## src/design/qau_pkg.sv

```systemverilog
`default_nettype none
package qau_pkg;

  localparam logic [1:0] CMD_MUL  = 2'd0;
  localparam logic [1:0] CMD_CONJ = 2'd1;
  localparam logic [1:0] CMD_NORM = 2'd2;

  localparam int SUM_W  = 65;  // sum of four squares, up to 2^64
  localparam int ROOT_W = 33;  // floor of its root, up to 2^32
  localparam int QUO_W  = 33;  // quotient bits kept below the overflow check

  typedef struct packed {
    logic [1:0]       cmd;
    logic [3:0][31:0] r;     // multiply or conjugate result
    logic             sat;
    logic             degen;
    logic [3:0]       neg;   // sign of each component of a
    logic [3:0][31:0] mag;   // magnitude of each component of a
  } carry_t;

endpackage
`default_nettype wire

```

## src/design/qau_div_cell.sv

```systemverilog
`default_nettype none
module qau_div_cell import qau_pkg::*; #(
  parameter int NW = 57,
  parameter int K  = 0
) (
  input  wire logic                   clk,
  input  wire logic                   rst,
  input  wire logic                   in_valid,
  output logic                        up_ready,
  input  wire carry_t                 c_in,
  input  wire logic [ROOT_W-1:0]      len_in,
  input  wire logic [3:0][NW-1:0]     n_in,
  input  wire logic [3:0][QUO_W-1:0]  q_in,
  input  wire logic [3:0]             ovf_in,
  output logic                        out_valid,
  input  wire logic                   dn_ready,
  output carry_t                      c_out,
  output logic [ROOT_W-1:0]           len_out,
  output logic [3:0][NW-1:0]          n_out,
  output logic [3:0][QUO_W-1:0]       q_out,
  output logic [3:0]                  ovf_out
);

  localparam int CW = NW + ROOT_W + 1;

  logic                   v;
  logic [CW-1:0]          dsh;
  logic [3:0][NW-1:0]     n_next;
  logic [3:0][QUO_W-1:0]  q_next;

  assign dsh = CW'(len_in) << K;

  always_comb begin
    for (int i = 0; i < 4; i++) begin
      if (CW'(n_in[i]) >= dsh) begin
        n_next[i] = n_in[i] - dsh[NW-1:0];
        q_next[i] = q_in[i] | (QUO_W'(1) << K);
      end else begin
        n_next[i] = n_in[i];
        q_next[i] = q_in[i];
      end
    end
  end

  assign up_ready  = !v || dn_ready;
  assign out_valid = v;

  always_ff @(posedge clk) begin
    if (rst) begin
      v <= 1'b0;
    end else if (up_ready) begin
      v <= in_valid;
    end
    if (up_ready && in_valid) begin
      c_out   <= c_in;
      len_out <= len_in;
      n_out   <= n_next;
      q_out   <= q_next;
      ovf_out <= ovf_in;
    end
  end

endmodule
`default_nettype wire

```

## config.mk

```make
export PLATFORM = sky130hd
export DESIGN_NAME = qau_div_cell
export DESIGN_NICKNAME = d
export VERILOG_FILES = /design/src/design/qau_pkg.sv /design/src/design/qau_div_cell.sv
export SDC_FILE = /design/constraint.sdc
export NUM_CORES = 1
export LEC_CHECK = 0
export BUFFER_PORTS_ARGS = -buffer_cell sky130_fd_sc_hd__buf_2
export CAP_MARGIN = 20
export CORE_AREA = 2 2 520 522
export CTS_CLUSTER_SIZE = 12
export DETAILED_ROUTE_END_ITERATION = 12
export DIE_AREA = 0 0 522 524
export PLACE_DENSITY = 0.37
export SLEW_MARGIN = 15
export SYNTH_ARGS = -nofsm -noshare
export SYNTH_HDL_FRONTEND = slang
export SYNTH_SLANG_ARGS = --single-unit
```

## constraint.sdc

```tcl
create_clock -name clk -period 49.3 [get_ports clk]
set_input_delay 9.86 -clock clk [delete_from_list [all_inputs] [get_ports clk]]
set_output_delay 9.86 -clock clk [all_outputs]
set_load 0.03 [all_outputs]
```

-- Yosys cells after proc, flatten, opt, wreduce, memory -nomap -nowiden
Index checks and enable logic that the tools add are counted.
- add/subtract/negate cells: 4
- $lt $le $gt $ge: 4
- mux-type cells: 4
- reductions and logical operators: 3
- operator list (cell ; count):
    $ge A57 B33 Y1 ; 4
    $mux W57 ; 4
    $sub A57 B33 Y57 ; 4
    $logic_and A1 B1 Y1 ; 1
    $logic_not A1 Y1 ; 1
    $logic_or A1 B1 Y1 ; 1
- register bits after elaboration: 662
- input bits: 665
- output and inout bits: 663
- word-level logic and storage cells: 42

-- Longest topological paths before layout
Gate-level depths: netlist of the first run.
- depth after elaboration: 3
- mapped depth: 13
- mapped depth without buffers: 11

-- Least setup slack after synthesis of the first run
Ideal clock, no wire load.
- path kind: input port to flip-flop
- from: input port dn_ready
- to: register c_out[0] (netlist name), enable pin
- setup time: 1111 ps
- data arrival time: 25108 ps
- required time: 48189 ps
- path slack: 23081 ps
- stages on the path: 2
- path through: nand2b_1 > and2_1
- longest elaborated chain between the ends: 2
- ends and longest elaborated chain (element ; RTL line ; source):
    start: declaration ; qau_div_cell.sv:16 ; input wire logic dn_ready,
    $logic_or A1 B1 Y1 ; qau_div_cell.sv:45 ; assign up_ready = !v || dn_ready;
    $logic_and A1 B1 Y1 ; qau_div_cell.sv:54 ; if (up_ready && in_valid) begin
    end signal: assignment ; qau_div_cell.sv:55 ; c_out <= c_in;
    end: declaration ; qau_div_cell.sv:17 ; output carry_t c_out,
Every way passes these cells.
A chain may end at the register's enable or synchronous reset.

-- Worst setup path after layout of the first run
- from: input port dn_ready
- to: output port up_ready
- longest elaborated chain between the ends: 1
- ends and longest elaborated chain (element ; RTL line ; source):
    $logic_or A1 B1 Y1 ; qau_div_cell.sv:45 ;
    end: declaration ; qau_div_cell.sv:9 ; output logic up_ready,
Every way passes these cells.

==> key figures, run 1 <==
Pwr
  – Pwr/cell area: 37.12 mW/mm^2
  – Leakage power: 17.80 nW
  – Total Power: 1.699 mW
  – Peak VDD IR: 0.00002469 V

Drt
  – Detailed-route DRC error count: 0
  – Via density per instance: 3.625
  – DR iter-0 viols: 1731
  – Final wirelength: 193000 microns
  – DR pass1 iterations: 7
  – Vias: 27490
  – Post-route ant nets: 0
  – Avg WL per Cell: 25.45 microns

STA
  – Count of final hold-check violations: 0
  – RSZ-0062 raised after global routing: no
  – Fin worst setup slack: 29.12 ns
  – Setup violators final: 0
  – Max Transition Viols Final: 0
  – Minimum clock period: 20.18 ns
  – Hold slack: 0.5460 ns
  – Peak Freq: 49.57 MHz
  – Post-route setup TNS: 0 ns
  – Slew of the pin with the lowest slew margin: 1.086 ns
  – Layout Skew: 0.04350 ns
  – Final period utilization: 0.4092
  – Rel. slew slack: 0.2761

Setup path
  – Slowest cell on crit path: buf_2
  – Crit path capture type: output port
  – Worst EP arrival: 10.32 ns
  – CP cell instances: buf_2 -> nand2b_1 -> buf_2
  – Most Frequent Cell on Critical Path: buf_2
  – CP delay by family, top: buffers and inverters
  – Crit-path max cell delay: 0.19 ns
  – Crit start category: input port
  – Crit-path max FO: 3
  – Worst Path Buf+Inv: 2
  – Class of the most critical setup path: input port to output port
  – Worst EP required: 39.44 ns

Place
  – GPL Wtd Cong: 0.8499
  – Setup WS pre-CTS: 29.13 ns
  – Hpwl dp: 161000 microns
  – Port Buffers: 1327

Finish
  – P&R area growth vs syn: 44.79%
  – Layout cell share with drive strength beyond 1: 0.3825
  – NumNets Final: 4715

Synth
  – Netlist cell types: 80
  – Synth async-reset ratio: 0
  – Yosys reg bits: 662
  – Warnings from Yosys: 0
  – Syn Area/Cell: 12.41 sq um
  – Synth top cells by count: edfxtp_1, nand2_1, a21oi_1
  – Top cell type's share of synthesized area: 0.6280
  – Seq/Total Area, Yosys: 0.6286
  – Post-synth EDFFs: 661
  – Post-synth top area cell: edfxtp_1
  – Most frequent cell after synthesis: edfxtp_1
  – Area contributors post-synth: edfxtp_1, ha_1, a21oi_1, xor2_1, nand2_1
  – Cell area after synthesis: 0.03161 sq mm
  – Ys flop type: edfxtp_1
  – Mapped Cells: 2547
  – Synthesized net count: 3348

Global route
  – Via count of the first global-routing pass: 26530
  – First-pass GRT wire length: 245000 microns
  – Largest net degree at the start of global routing: 116
  – Gr usage total: 0.1331
  – GRT overflow: 0
  – Initial antenna violation count: 164

Die
  – Die height: 524 microns
  – Die area: 0.2735 sq mm
  – Core area: 0.2674 sq mm
  – Initial Utilization: 0.1182
  – Die X: 522 microns
  – Core Rows: 190
  – Top Ports: 1328

Clocking
  – Longest Clk Path Bufs: 3
  – Clock Tree Root: clkbuf_16
  – Worst-skew pair later-pin latency: 0.70 ns
  – H-tree levels: 3
  – # Post-CTS Setup Buffers: 0
  – Worst-path clk slew: 0.06 ns
  – Post_cts resized: 0
  – CTS Sinks: 662
  – Total CTS buffers: 89
  – CTS tree: built
  – Hold Buf Count CTS: 0

Run
  – Max-cap violations: 0

Outcome
  – Status: completed

Hold path
  – Hold/Removal Path Class: register to register
where the power goes:
group / switching (mW) / total (mW) / internal, mW
clock network: 0.276 / 0.664 / 0.388
logic: 0.247 / 0.347 / 0.100
registers: 0.0137 / 0.688 / 0.675
sequential cells by signal, summed over array words and instances (netlist names):
signal / cells
out_valid: 1
q_out: 132
ovf_out: 4
n_out: 228
len_out: 33
c_out: 264
metrics by stage:
stage | util | instances | cell area, sq um
finish | 0.1711 | 7583 | 45760
floorplan | - | 2547 | 31610
CTS | 0.1706 | 7535 | 45620
global placement | 0.1595 | 7374 | 42650
global route | 0.1709 | 7561 | 45710
detailed placement | 0.1595 | 7374 | 42650
worst paths after layout:
kind                            slack [ns]      start        end  depth (start not counted)
worst max-delay path                 29.12   dn_ready   up_ready                          3
worst min-delay path                  0.55  out_valid  out_valid                          2
worst max register to register       44.74  out_valid  c_out[84]                          6
worst min register to register        0.55  out_valid  out_valid                          2
metal layers:
metal	routed length (microns)	vias up	track usage
li1	-	12510	-
met1	68050	13340	0.1374
met2	105300	1244	0.2571
met3	13880	331	0.03796
met4	5257	70	0.03881
met5	439	-	0
final cells by class:
type | count | area, sq um
Fill cell | 30010 | 221700
Sequential cell | 662 | 19870
Multi-Input combinational cell | 1734 | 11200
Timing Repair Buffer | 1356 | 6892
Tap cell | 3552 | 4444
Clock buffer | 104 | 2283
Clock inverter | 57 | 686.9
Inverter | 71 | 266.5
Antenna cell | 47 | 117.6
cell families after synthesis:
| family | after synthesis | share of synthesized area |
|---|---|---|
| and+or+nand+nor | 798 | 0.1243 |
| muxes | 7 | 0.002454 |
| xor gates and xnor gates | 198 | 0.05487 |
| DFF | 662 | 0.6286 |
| buffers and inverters | 151 | 0.01817 |
| AOI/OAI and AO/OA | 595 | 0.1168 |
| adders and majority gates | 136 | 0.05479 |
cell usage in the layout, fill, tap and decap left out, types with 25 or more instances in the layout:
cell type	n
a21oi_1	203
edfxtp_1	661
clkbuf_16	89
nand3_1	59
or3_1	30
nand2_1	221
inv_1	71
o21ai_0	149
nand2b_1	25
a21o_1	41
nand4_1	43
nor2_1	190
nor4_1	32
diode_2	47
ha_1	132
xor2_1	106
buf_2	1327
o21a_1	28
buf_4	27
nor3_1	86
xnor2_1	92
worst min-delay path, cell delays in order (launching register included):
cell      delay, ns
dfxtp_1        0.31
nand2b_1       0.11
a21oi_1        0.08
No activity file was read; power rests on OpenSTA's default activity.
==> run 2: changes to the inputs <==
- clock period: 49.3 -> 20.1 ns (I/O delays scaled with it)
==> run 2 against run 1 <==
Global-route usage up 0.45 points; setup slack worse by 18 ns; clock power rose to 2.5 times the previous value; die area unchanged; via count up 0.28%; critical path type unchanged.
==> key figures, run 2 (synthesis results as in run 1) <==
Drt
  – Detailed-route DRC error count: 0 (unchanged)
  – Avg WL per Cell: 26.26 microns (+3.2%)
  – Post-route ant nets: 0 (unchanged)
  – Final wirelength: 199100 microns (+3.2%)
  – DR pass1 iterations: 7 (unchanged)
  – Vias: 27560 (+0.28%)
  – DR iter-0 viols: 1766 (+2.0%)
  – Via density per instance: 3.636 (+0.32%)

STA
  – Slew of the pin with the lowest slew margin: 1.079 ns (-0.007248 ns)
  – Count of final hold-check violations: 0 (unchanged)
  – Minimum clock period: 8.488 ns
  – Max Transition Viols Final: 0 (unchanged)
  – Layout Skew: 0.04105 ns (-0.002456 ns)
  – Setup violators final: 0 (unchanged)
  – Peak Freq: 117.8 MHz
  – Final period utilization: 0.4223
  – Rel. slew slack: 0.2624 (-0.01376)
  – Post-route setup TNS: 0 ns (unchanged)
  – RSZ-0062 raised after global routing: no

Clocking
  – Longest Clk Path Bufs: 3 (unchanged)
  – Worst-path clk slew: 0.05 ns (about the same)
  – CTS Sinks: 662 (unchanged)
  – Clock Tree Root: clkbuf_16
  – Hold Buf Count CTS: 0 (unchanged)
  – Post_cts resized: 0 (unchanged)
  – CTS tree: built
  – Total CTS buffers: 87 (-2.2%)
  – # Post-CTS Setup Buffers: 0 (unchanged)
  – H-tree levels: 3 (unchanged)
  – Worst-skew pair later-pin latency: 0.70 ns (about the same)

Hold path
  – Hold Path Stages: 2 (unchanged)
  – Hold/Removal Path Class: register to register

Place
  – Hpwl dp: 165500 microns (+2.8%)
  – Port Buffers: 1327 (unchanged)
  – GPL Wtd Cong: 0.8346 (-1.8%)

Setup path
  – Crit-path max cell delay: 0.19 ns (about the same)
  – Reg2Reg Capture Point: c_out[1]
  – Most Frequent Cell on Critical Path: buf_2
  – Worst EP required: 16.08 ns (-23.36 ns)
  – R2r startpoint: out_valid
  – Worst EP arrival: 4.47 ns (-5.85 ns)
  – Class of the most critical setup path: input port to output port
  – Slowest cell on crit path: buf_2
  – Reg2Reg Depth: 6 (unchanged)
  – Worst Setup EP: up_ready
  – CP cell instances: buf_2 -> nand2b_1 -> buf_2
  – Crit path capture type: output port
  – Crit-path max FO: 3 (unchanged)
  – Crit start category: input port
  – Flop2flop setup slack: 15.51 ns (-29.23 ns)
  – CP Launch Point: dn_ready

Finish
  – Leading registers by flop count: c_out x264, n_out x228, q_out x132
  – NumNets Final: 4711 (-0.085%)
  – Max reg flops: 264 (unchanged)
  – Fillers: 29890 (-0.40%)
  – Reg with most FFs: c_out
  – Most common cell after layout, fill and taps aside: buf_2
  – Most frequent cells in the layout: buf_2, edfxtp_1, nand2_1, a21oi_1, nor2_1
  – P&R area growth vs syn: 44.68% (about the same)
  – Layout cell share with drive strength beyond 1: 0.3813 (-0.001219)

Die
  – Die X: 522 microns (unchanged)
  – Core area: 0.2674 sq mm (unchanged)
  – Core Rows: 190 (unchanged)
  – Die height: 524 microns (unchanged)
  – Initial Utilization: 0.1182 (unchanged)
  – Top Ports: 1328 (unchanged)
  – Die area: 0.2735 sq mm (unchanged)

Global route
  – Gr usage total: 0.1376 (+0.004478)
  – Initial antenna violation count: 151 (-7.9%)
  – Largest net degree at the start of global routing: 143 (+23%)
  – Via count of the first global-routing pass: 26980 (+1.7%)
  – GRT overflow: 0 (unchanged)
  – First-pass GRT wire length: 253000 microns (+3.3%)

Pwr
  – Peak VDD IR: 0.00005735 V (+130%)
  – Total Power: 4.206 mW (+150%)
  – Pwr/cell area: 91.99 mW/mm^2 (+150%)
  – Leakage power: 17.80 nW (about the same)

Run
  – Max-cap violations: 0 (unchanged)

Outcome
  – Status: completed
==> run 2: cell count changes in the layout (fill, tap and decap cells not counted), sizes merged <==
| cell | before | now |
|---|---|---|
| clkbuf | 104 | 108 |
| clkinvlp | 8 | 3 |
| inv | 73 | 75 |
| clkinv | 37 | 33 |
| buf | 1356 | 1354 |
| bufinv | 10 | 12 |
==> run 2: final cells by class <==
cell class              count  area [sq um]  area share
well taps                3552          4444     0.09719
multi-input cells        1734         11190      0.2447
repair buffers           1354          6884      0.1505
inverters                  71         266.5    0.005828
clock buffers             108          2266     0.04955
flip-flops and latches    662         19870      0.4345
diodes                     47         117.6    0.002572
clock inverters            52         691.9     0.01513
==> run 2: through the flow <==
step / area, sq um / hold slack [ns] / std cells / utilization / worst slack (ns)
floorplan: 31610 / 0.8594 / 2547 / - / 7.143
global route: 45690 / 0.5545 / 7563 / 0.1708 / 11.59
CTS: 45610 / 0.5244 / 7533 / 0.1705 / 11.61
global placement: 42620 / 0.5017 / 7371 / 0.1594 / 11.46
detailed placement: 42650 / 0.5169 / 7373 / 0.1595 / 11.35
finish: 45730 / 0.5282 / 7580 / 0.1710 / 11.61
==> run 2: how the worst min path moves through the flow <==
stage	startpoint	end	slack [ns]
floorplan	out_valid	out_valid	0.86
global placement	out_valid	out_valid	0.50
detailed placement	out_valid	out_valid	0.52
CTS	out_valid	out_valid	0.52
global route	out_valid	out_valid	0.55
finish	out_valid	out_valid	0.53
==> run 2: where the power goes <==
group | internal (mW) | switching, mW | leakage (nW)
Sequential | 1.65 | 0.0362 | 6.39
Combinational | 0.245 | 0.613 | 9.98
Clock | 0.964 | 0.692 | 1.42
==> run 2: worst max-delay path: cells and delay by family <==
family	cells	cell delay [ns]
and+or+nand+nor	1	0.16
buffers and inverters	2	0.28
==> run 2: routing by layer <==
metal,GRT usage,part of all wire,up-vias
li1,-,-,12520
met1,0.1455,0.36,13380
met3,0.03201,0.065,314
met4,0.03952,0.031,36
met2,0.2672,0.55,1316
met5,0,0.0012,-
