File: src/design/qau_pkg.sv
`default_nettype none
package qau_pkg;

  localparam logic [1:0] CMD_MUL  = 2'd0;
  localparam logic [1:0] CMD_CONJ = 2'd1;
  localparam logic [1:0] CMD_NORM = 2'd2;

  localparam int SUM_W  = 65;  // sum of four squares, up to 2^64
  localparam int ROOT_W = 33;  // floor of its root, up to 2^32
  localparam int QUO_W  = 33;  // quotient bits kept below the overflow check

  typedef struct packed {
    logic [1:0]       cmd;
    logic [3:0][31:0] r;     // multiply or conjugate result
    logic             sat;
    logic             degen;
    logic [3:0]       neg;   // sign of each component of a
    logic [3:0][31:0] mag;   // magnitude of each component of a
  } carry_t;

endpackage
`default_nettype wire

File: src/design/qau_sqrt_cell.sv
`default_nettype none
module qau_sqrt_cell import qau_pkg::*; #(
  parameter int K = 0
) (
  input  wire logic                 clk,
  input  wire logic                 rst,
  input  wire logic                 in_valid,
  output logic                      up_ready,
  input  wire carry_t               c_in,
  input  wire logic [SUM_W-1:0]     s_in,
  input  wire logic [ROOT_W-1:0]    root_in,
  output logic                      out_valid,
  input  wire logic                 dn_ready,
  output carry_t                    c_out,
  output logic [SUM_W-1:0]          s_out,
  output logic [ROOT_W-1:0]         root_out
);

  localparam int TW = ROOT_W + 34;

  logic              v;
  logic [TW-1:0]     trial;
  logic              take;

  // (root + 2^k)^2 - root^2
  assign trial = (TW'(root_in) << (K + 1)) + (TW'(1) << (2 * K));
  assign take  = TW'(s_in) >= trial;

  assign up_ready  = !v || dn_ready;
  assign out_valid = v;

  always_ff @(posedge clk) begin
    if (rst) begin
      v <= 1'b0;
    end else if (up_ready) begin
      v <= in_valid;
    end
    if (up_ready && in_valid) begin
      c_out    <= c_in;
      s_out    <= take ? (s_in - trial[SUM_W-1:0]) : s_in;
      root_out <= take ? (root_in | (ROOT_W'(1) << K)) : root_in;
    end
  end

endmodule
`default_nettype wire

File: config.mk
export PLATFORM = sky130hd
export DESIGN_NAME = qau_sqrt_cell
export DESIGN_NICKNAME = d
export VERILOG_FILES = /design/src/design/qau_pkg.sv /design/src/design/qau_sqrt_cell.sv
export SDC_FILE = /design/constraint.sdc
export NUM_CORES = 1
export LEC_CHECK = 0
export BUFFER_PORTS_ARGS = -buffer_cell sky130_fd_sc_hd__buf_2
export CAP_MARGIN = 40
export CORE_AREA = 4 4 281 283
export DETAILED_ROUTE_END_ITERATION = 12
export DIE_AREA = 0 0 285 287
export GPL_TIMING_DRIVEN = 0
export MAX_ROUTING_LAYER = met4
export SKIP_LAST_GASP = 1
export SLEW_MARGIN = 20
export SYNTH_ARGS = -nofsm -noshare
export SYNTH_HDL_FRONTEND = slang
export SYNTH_SLANG_ARGS = --single-unit
File: constraint.sdc
create_clock -name clk -period 15.2 [get_ports clk]
set_input_delay 2.28 -clock clk [delete_from_list [all_inputs] [get_ports clk]]
set_output_delay 2.28 -clock clk [all_outputs]
set_load 0.03 [all_outputs]
; ---- Word-level counts from Yosys, hierarchy flattened
; Index checks and enable logic that the tools add are counted.
[classes]
add_sub_neg = 2
multipliers = 0
n_div = 0
magnitude_cmp = 1
eq_ne = 0
shifts = 0
mux = 1
bitwise_logic = 0
reduce_logical = 3
[op_table]
columns = operator, n
row1 = >= comparator 65 x 35 -> 1 bit, 1
row2 = 2-to-1 mux 65 bit, 1
row3 = subtractor 65 x 35 -> 65 bit, 1
row4 = "adder 34 x 1 -> 35 bit, second input constant", 1
row5 = logical AND 1 bit, 1
row6 = zero test 1 bit, 1
row7 = logical OR 1 bit, 1
[word_totals]
regBits = 363
latchBits = 0
ram_bits = 0
romBits = 0
input_bits = 366
out_inout_bits = 364
wordCells = 23
n_memories = 0

; ---- Logic depth before layout (Yosys ltp)
; Gate-level depths: netlist (run 1).
[logic_depth]
depth_word = 3
ltp_mapped = 12
mapped_depth_nobuf = 10

; ---- Least setup slack after synthesis (run 1)
; OpenSTA, ideal clock, no wires.
[synth_path]
path_type = input to register
startpoint = input dn_ready
endpoint = register c_out[0] (netlist bit), enable pin
setup_time_ns = 0.769
arrival_time_ns = 10.838
required_time_ns = 14.431
setup_slack_ns = 3.593
stages = 2
n_path_buf = 0
cell_sequence = nand2b_1 > and2_1
[synth_via]
elab_chain_len = 2
[synth_lines]
columns = element, line
row1 = "start, declared", qau_sqrt_cell.sv:13  ; input wire logic dn_ready,
row2 = logical OR 1 bit, qau_sqrt_cell.sv:29  ; assign up_ready = !v || dn_ready;
row3 = logical AND 1 bit, qau_sqrt_cell.sv:38  ; if (up_ready && in_valid) begin
row4 = "end signal, assigned", qau_sqrt_cell.sv:39  ; c_out <= c_in;
row5 = "end, declared", qau_sqrt_cell.sv:14  ; output carry_t c_out,
; No other way between the ends.
; A chain may end at the register's enable or synchronous reset.

; ---- Final worst setup path (run 1)
[layout_path]
startpoint = input root_in[0]
endpoint = register s_out[59], data pin
[layout_via]
elab_chain_len = 3
word_cells_on_any_way = 4
classes_between = add/sub: 2 / order compare: 1 / mux: 1
[layout_lines]
columns = element, line
row1 = "start, declared", qau_sqrt_cell.sv:11  ; input wire logic [ROOT_W-1:0] root_in,
row2 = adder 34 x 1 -> 35 bit *, qau_sqrt_cell.sv:26  ; assign trial = (TW'(root_in) << (K + 1)) + (TW'(1) << (2 * K));
row3 = subtractor 65 x 35 -> 65 bit or >= comparator 65 x 35 -> 1 bit (tied branches), "qau_sqrt_cell.sv:40, qau_sqrt_cell.sv:27"
row4 = 2-to-1 mux 65 bit *, qau_sqrt_cell.sv:40  ; s_out <= take ? (s_in - trial[SUM_W-1:0]) : s_in;
row5 = "end signal, assigned", qau_sqrt_cell.sv:40
row6 = "end, declared", qau_sqrt_cell.sv:15  ; output logic [SUM_W-1:0] s_out,
; Every way passes the cells marked *; elsewhere a longest branch is shown, timed or not.

==> metrics.txt, run 1 <==
status finished, final reports clean; number of global-route vias before repair 11340; worst-margin pin slew 823.0 ps; I/O Buffers 729; fin. max-slew vios 0; Hold Crit Class flop to flop; crit path capture type flop; crit path kind input pin to flop; WL final 66.54 mm; multi-input logic area 0.003254 sq mm; Sw Share 0.2864; gr usage total 0.1572; fin cells 2828; Design Area, Final 0.02107 sq mm; DRT Pass-1 Iters 5; Synth Instances 949; Sink Count 363; clock slew at reported path FFs 60 ps; PostCTS Resize Cnt 0; Layout fillers 8033; Leakage 8.603 nW; Mapped Area 0.01440 sq mm; die area 0.08180 sq mm; mean area per synthesized cell 15.18 sq um; Worst Skew 17.29 ps; post-CTS setup buffer count 0; Die X 285 um; FF+latch count, synth 363; Vias/cell 4.054; largest net degree at the start of global routing 59; sequential standard cell area 0.01089 sq mm; Startpoint Class input pin; Ports 730; Remaining Overflow, GRT 0; distinct cell type count after synthesis 53; drt wl/cell 23.53 um; Max-Cap Viols 0; Area contributors post-synth edfxtp_1 (75%), ha_1 (3.0%), o21ai_0 (2.2%); CTS tree built; CP arrival 6240 ps; Pwr Total 2.702 mW; H-tree depth 2; first-pass GRT wire length 88.38 mm; minimum setup slack after placement 8565 ps; Iteration-0 DRC Markers 794; final setup violating endpoints 0; vias 11470; worst-case clock buffer depth 3; Clock Power Share 0.396; Achievable Freq 168.8 MHz; most frequent cell on the critical path buf_2; # hold bufs at CTS 0; setup_tns 0 ps; Core Util, Final 0.2747; FP Rows 102; Initial Util 0.1878; clock latency on the worst-skew pair 590 ps; Hold WS 522.2 ps; number of CTS-inserted buffers 45; core footprint 0.07670 sq mm; most numerous cell in the Yosys netlist edfxtp_1; area leader, netlist edfxtp_1; routability cong. 0.8418; fin crit share 0.3898; RSZ-0062 raised after global routing false; DRC errors left 0; most common library cells after synthesis edfxtp_1 (362), nand2_1 (76), o21ai_0 (63); layout cells sized above 1 0.4683; slew margin rel. 0.4476; Main synth FF type edfxtp_1; DIE HEIGHT 287 um; Placed Cells 2728; Comb pwr share 0.160; switching power 773.9 uW; Yosys top cell area share 0.7548; Crit path required time 15510 ps; highest-delay cell along the critical path nor4b_4; sequential fraction of the synthesis area 0.7562; initial antenna violation count 40; clk root buf clkbuf_16; Crit Path Max Fanout 10; area after detailed placement 0.01956 sq mm; synthesis-to-layout area growth 46.29%; Slowest Stage Delay on Critical Path 690 ps; Reg power frac 0.444; number of synthesized flops with an enable pin 362; crit path setup slack, layout 9274 ps; synth warn 0; dpl hpwl 55.23 mm; Syn Nets 1350; Fin. Hold Viols 0; pwr dens 128.3 mW/mm^2; Int Power 1.928 mW; CP cell instances buf_2, inv_1, ha_1, a21oi_1, nor3_1, o311ai_1, nand4_1, a22oi_2, nor4b_4, clkbuf_1, buf_2, nor2_1; peak supply drop 0.07464 mV; ys async rst share 0; final worst path period need 5926 ps; nets 2136; antenna viol nets, final 0
-- flip-flops by register name, indices dropped and copies added (netlist names) --
signal / flops
s_out: 65
root_out: 33
c_out: 264
out_valid: 1
-- final timing paths --
| check | start | slack, ps | to | cells after the start |
|---|---|---|---|---|
| max | root_in[0] | 9270 | s_out[59]$_DFFE_PP_ | 12 |
| max reg2reg | out_valid$_SDFFE_PP0N_ | 13210 | c_out[195]$_DFFE_PP_ | 5 |
| min | out_valid$_SDFFE_PP0N_ | 520 | out_valid$_SDFFE_PP0N_ | 2 |
| min reg2reg | out_valid$_SDFFE_PP0N_ | 520 | out_valid$_SDFFE_PP0N_ | 2 |
-- critical path, delay by kind of cell --
kind                     cells  cell delay [ps]
buffers and inverters        4             1040
AND/OR/NAND/NOR              4             1380
adder cells (fa/ha/maj)      1              290
AO/OA/AOI/OAI                3             1210
-- per-layer routing --
layer	part of all wire	up-vias	track usage
met1	0.35	5566	0.1603
met3	0.095	96	0.06035
met5	0	-	-
met4	0.030	0	0.04692
li1	-	5214	-
met2	0.52	590	0.2808
-- cells in the final DEF, fill, tap and decap left out, drive strengths merged, types with 3 or more instances in the layout --
cell     Yosys  layout
nand2       76      76
o31ai        5       5
bufinv       0       4
or4          8       8
nor3        19      19
edfxtp     362     362
and2         4       4
xor2        26      26
mux2         3       3
inv         44      47
nand2b       8       8
nor2b        5       5
nand3       13      13
xnor2       24      24
o21ai       64      64
ha          34      34
nand4       15      15
o21a         3       3
a21oi       59      59
a21o        19      19
nand3b       3       3
nor4b        4       4
nand4b       3       3
o2111ai      3       3
o21bai       3       3
o211ai       7       7
clkinv       0      21
nor4         9       9
buf          3     742
or3         14      14
clkbuf      21      73
nor2        55      55
diode        0      20
or2          7       7
-- area by class of cell --
class | instances | area share
flip-flops and latches | 363 | 0.5169
repair buffers | 739 | 0.1830
multi-input cells | 518 | 0.1545
well taps | 1040 | 0.06177
clock buffers | 52 | 0.05470
clock inverters | 28 | 0.01443
inverters | 44 | 0.007839
plain buffers | 24 | 0.004454
diodes | 20 | 0.002376
-- power groups by stage --
| stage | clock [mW] | sequential, mW | combinational [mW] |
|---|---|---|---|
| after floorplan | 0 | 1.37 | 0.108 |
| after global placement | 0 | 1.25 | 0.426 |
| after detailed placement | 0 | 1.22 | 0.438 |
| after CTS | 1.11 | 1.20 | 0.440 |
| after global routing | 1.15 | 1.20 | 0.460 |
| final | 1.07 | 1.20 | 0.433 |
-- logic make-up (layout without fill, tap and decap cells) --
kind of cell    Yosys count  after routing  synth area share
flops                   363            363            0.7562
buf+inv                  68            887           0.01798
xor+xnor                 50             50           0.03041
simple gates            247            247           0.08601
compound gates          183            183           0.07611
mux                       3              3          0.002346
other cells               0             20                 0
fa+ha+maj                35             35           0.03093
Note: power is estimated with default switching activity, not from simulation.
==> run 2: changes to the inputs <==
clock period = 5.1 ns   (was 15.2 ns; I/O delays follow)
==> run 2 against run 1 <==
Effect of this change: via count shrank 0.39%; non-clock buffer count is the same; critical path type unchanged; critical endpoint is now s_out[44]$_DFFE_PP_; largest cell class unchanged; critical path depth grew 1; final cell count is essentially flat; setup slack lost 8500 ps; count of clock-buffer cells in the layout grew 4; first-iteration DRC count grew 12%; register-to-register slack lost 10000 ps.
==> metrics.txt, run 2 (same netlist as run 1, synthesis figures left out) <==
status finished, final reports clean (unchanged); antenna viol nets, final 0 (unchanged); CP arrival 4640 ps (was 6240 ps); Iteration-0 DRC Markers 893 (was 794); routability cong. 0.8970 (was 0.8418); Placed Cells 2727 (was 2728); Slowest Stage Delay on Critical Path 660 ps (was 690 ps); Vias/cell 4.036 (was 4.054); Biggest register c_out (unchanged); R2R Path Start out_valid$_SDFFE_PP0N_ (unchanged); worst-case clock buffer depth 3 (unchanged); first-pass GRT wire length 90.08 mm (was 88.38 mm); Pwr Total 8.055 mW (was 2.702 mW); setup_tns 0 ps (unchanged); Layout fillers 7995 (was 8033); Startpoint Class input pin (unchanged); die area 0.08180 sq mm (unchanged); Max-Cap Viols 0 (unchanged); worst-margin pin slew 810.2 ps (was 823.0 ps); clock latency on the worst-skew pair 580 ps (was 590 ps); I/O Buffers 729 (unchanged); core footprint 0.07670 sq mm (unchanged); Fin. Hold Viols 0 (unchanged); final worst path period need 4339 ps; hold_sp c_in[261] (was out_valid$_SDFFE_PP0N_); nets 2134 (was 2136); slew margin rel. 0.4459 (was 0.4476); reg-to-reg slack, setup 2780 ps (was 13210 ps); max FFs per register 264 (unchanged); number of CTS-inserted buffers 43 (was 45); pwr dens 382.7 mW/mm^2 (was 128.3 mW/mm^2); end of the critical path s_out[44]$_DFFE_PP_ (was s_out[59]$_DFFE_PP_); peak supply drop 0.2660 mV (was 0.07464 mV); fin crit share 0.8508; crit path capture type flop (unchanged); crit path kind input pin to flop (unchanged); Die X 285 um (unchanged); # hold bufs at CTS 0 (unchanged); worst hold path depth 1 (was 2); PostCTS Resize Cnt 0 (unchanged); Sink Count 363 (unchanged); final setup violating endpoints 0 (unchanged); CTS tree built (unchanged); Hold Crit Class input pin to flop (was flop to flop); minimum setup slack after placement 139.2 ps (was 8565 ps); FP Rows 102 (unchanged); Ports 730 (unchanged); Leakage 8.560 nW (was 8.603 nW); CP cell instances buf_2, inv_1, ha_1, clkbuf_1, a21oi_1, a21boi_0, o21ai_0, a2111oi_0, a22oi_2, nor4b_4, clkbuf_1, buf_2, nor2_1 (was buf_2, inv_1, ha_1, a21oi_1, nor3_1, o311ai_1, nand4_1, a22oi_2, nor4b_4, clkbuf_1, buf_2, nor2_1); Top Registers c_out: 264 flops, s_out: 65 flops, root_out: 33 flops (unchanged); highest-delay cell along the critical path nor4b_4 (unchanged); commonest cells after routing, fill and taps aside buf_2 (733), edfxtp_1 (362), nand2_1 (76), o21ai_0 (63), a21oi_1 (59) (was buf_2 (734), edfxtp_1 (362), nand2_1 (76), o21ai_0 (63), a21oi_1 (59)); synthesis-to-layout area growth 46.16% (was 46.29%); Achievable Freq 230.5 MHz; Initial Util 0.1878 (unchanged); largest net degree at the start of global routing 53 (was 59); drt wl/cell 24.12 um (was 23.53 um); dpl hpwl 56.84 mm (was 55.23 mm); number of global-route vias before repair 11340 (about the same); Crit Path Max Fanout 10 (unchanged); clk root buf clkbuf_16 (unchanged); post-CTS setup buffer count 0 (unchanged); initial antenna violation count 40 (unchanged); DRT Pass-1 Iters 5 (unchanged); Remaining Overflow, GRT 0 (unchanged); DRC errors left 0 (unchanged); Crit path required time 5400 ps (was 15510 ps); Crit. Startpoint root_in[19] (was root_in[0]); RSZ-0062 raised after global routing false (unchanged); crit path setup slack, layout 761.1 ps (was 9274 ps); gr usage total 0.1610 (was 0.1572); Reg-to-Reg End c_out[228]$_DFFE_PP_ (was c_out[195]$_DFFE_PP_); Worst Skew 24.57 ps (was 17.29 ps); Reg2Reg Depth 6 (was 5); clock slew at reported path FFs 70 ps (was 60 ps); vias 11420 (was 11470); DIE HEIGHT 287 um (unchanged); fin cells 2830 (was 2828); commonest non-fill, non-tap cell in the layout buf_2 (unchanged); fin. max-slew vios 0 (unchanged); WL final 68.25 mm (was 66.54 mm); H-tree depth 2 (unchanged); layout cells sized above 1 0.4646 (was 0.4683)
-- run 2: changes by cell type in the layout (fill, tap and decap cells not counted), moves of 2 or more --
cell        change
clkbuf_16       -2
inv_6           -2
clkinv_2        -8
clkinv_1        +3
clkinv_4        -3
clkbuf_1        +3
clkinvlp_4      +5
diode_2         +3
clkbuf_8        +3
-- run 2: critical path, delay by kind of cell --
family / cells / cell delay, ps
compound gates: 5 / 1620
buf+inv: 5 / 1200
fa+ha+maj: 1 / 260
simple gates: 2 / 780
-- run 2: how the worst min path moves through the flow --
stage | endpoint | slack, ps
after floorplan | out_valid$_SDFFE_PP0N_ | 830
after global placement | out_valid$_SDFFE_PP0N_ | 500
after detailed placement | out_valid$_SDFFE_PP0N_ | 510
after CTS | out_valid$_SDFFE_PP0N_ | 300
after global routing | out_valid$_SDFFE_PP0N_ | 310
final | c_out[261]$_DFFE_PP_ | 360
-- run 2: area by class of cell --
type                    count  area (sq um)  share of cell area
repair buffers            739          3849              0.1828
clock buffers              56          1155             0.05487
clock inverters            23         282.8             0.01343
multi-input cells         518          3254              0.1546
inverters                  44         165.2            0.007846
diodes                     23         57.56            0.002734
flip-flops and latches    363         10890              0.5174
well taps                1040          1301             0.06182
plain buffers              24         93.84            0.004458
-- run 2: where the power goes --
group          internal, mW  switching, mW
Sequential             3.53         0.0499
Combinational         0.377          0.919
Clock                  1.86           1.32
Total                  5.77           2.29
-- run 2: layer usage --
layer / routed length (um) / track usage / part of all wire / up-vias
met5: 0 / - / 0 / -
met4: 1979 / 0.04330 / 0.029 / 0
met3: 5885 / 0.05813 / 0.086 / 92
met2: 35310 / 0.2869 / 0.52 / 562
met1: 25080 / 0.1690 / 0.37 / 5534
li1: - / - / - / 5233
-- run 2: stage by stage --
stage / util / hold slack (ps) / instance area (sq um)
after floorplan: - / 834.1 / 14400
after global placement: 0.2523 / 503.7 / 19350
after detailed placement: 0.2549 / 508.3 / 19550
after CTS: 0.2736 / 300.8 / 20990
after global routing: 0.2743 / 313.2 / 21040
final: 0.2744 / 358.9 / 21050
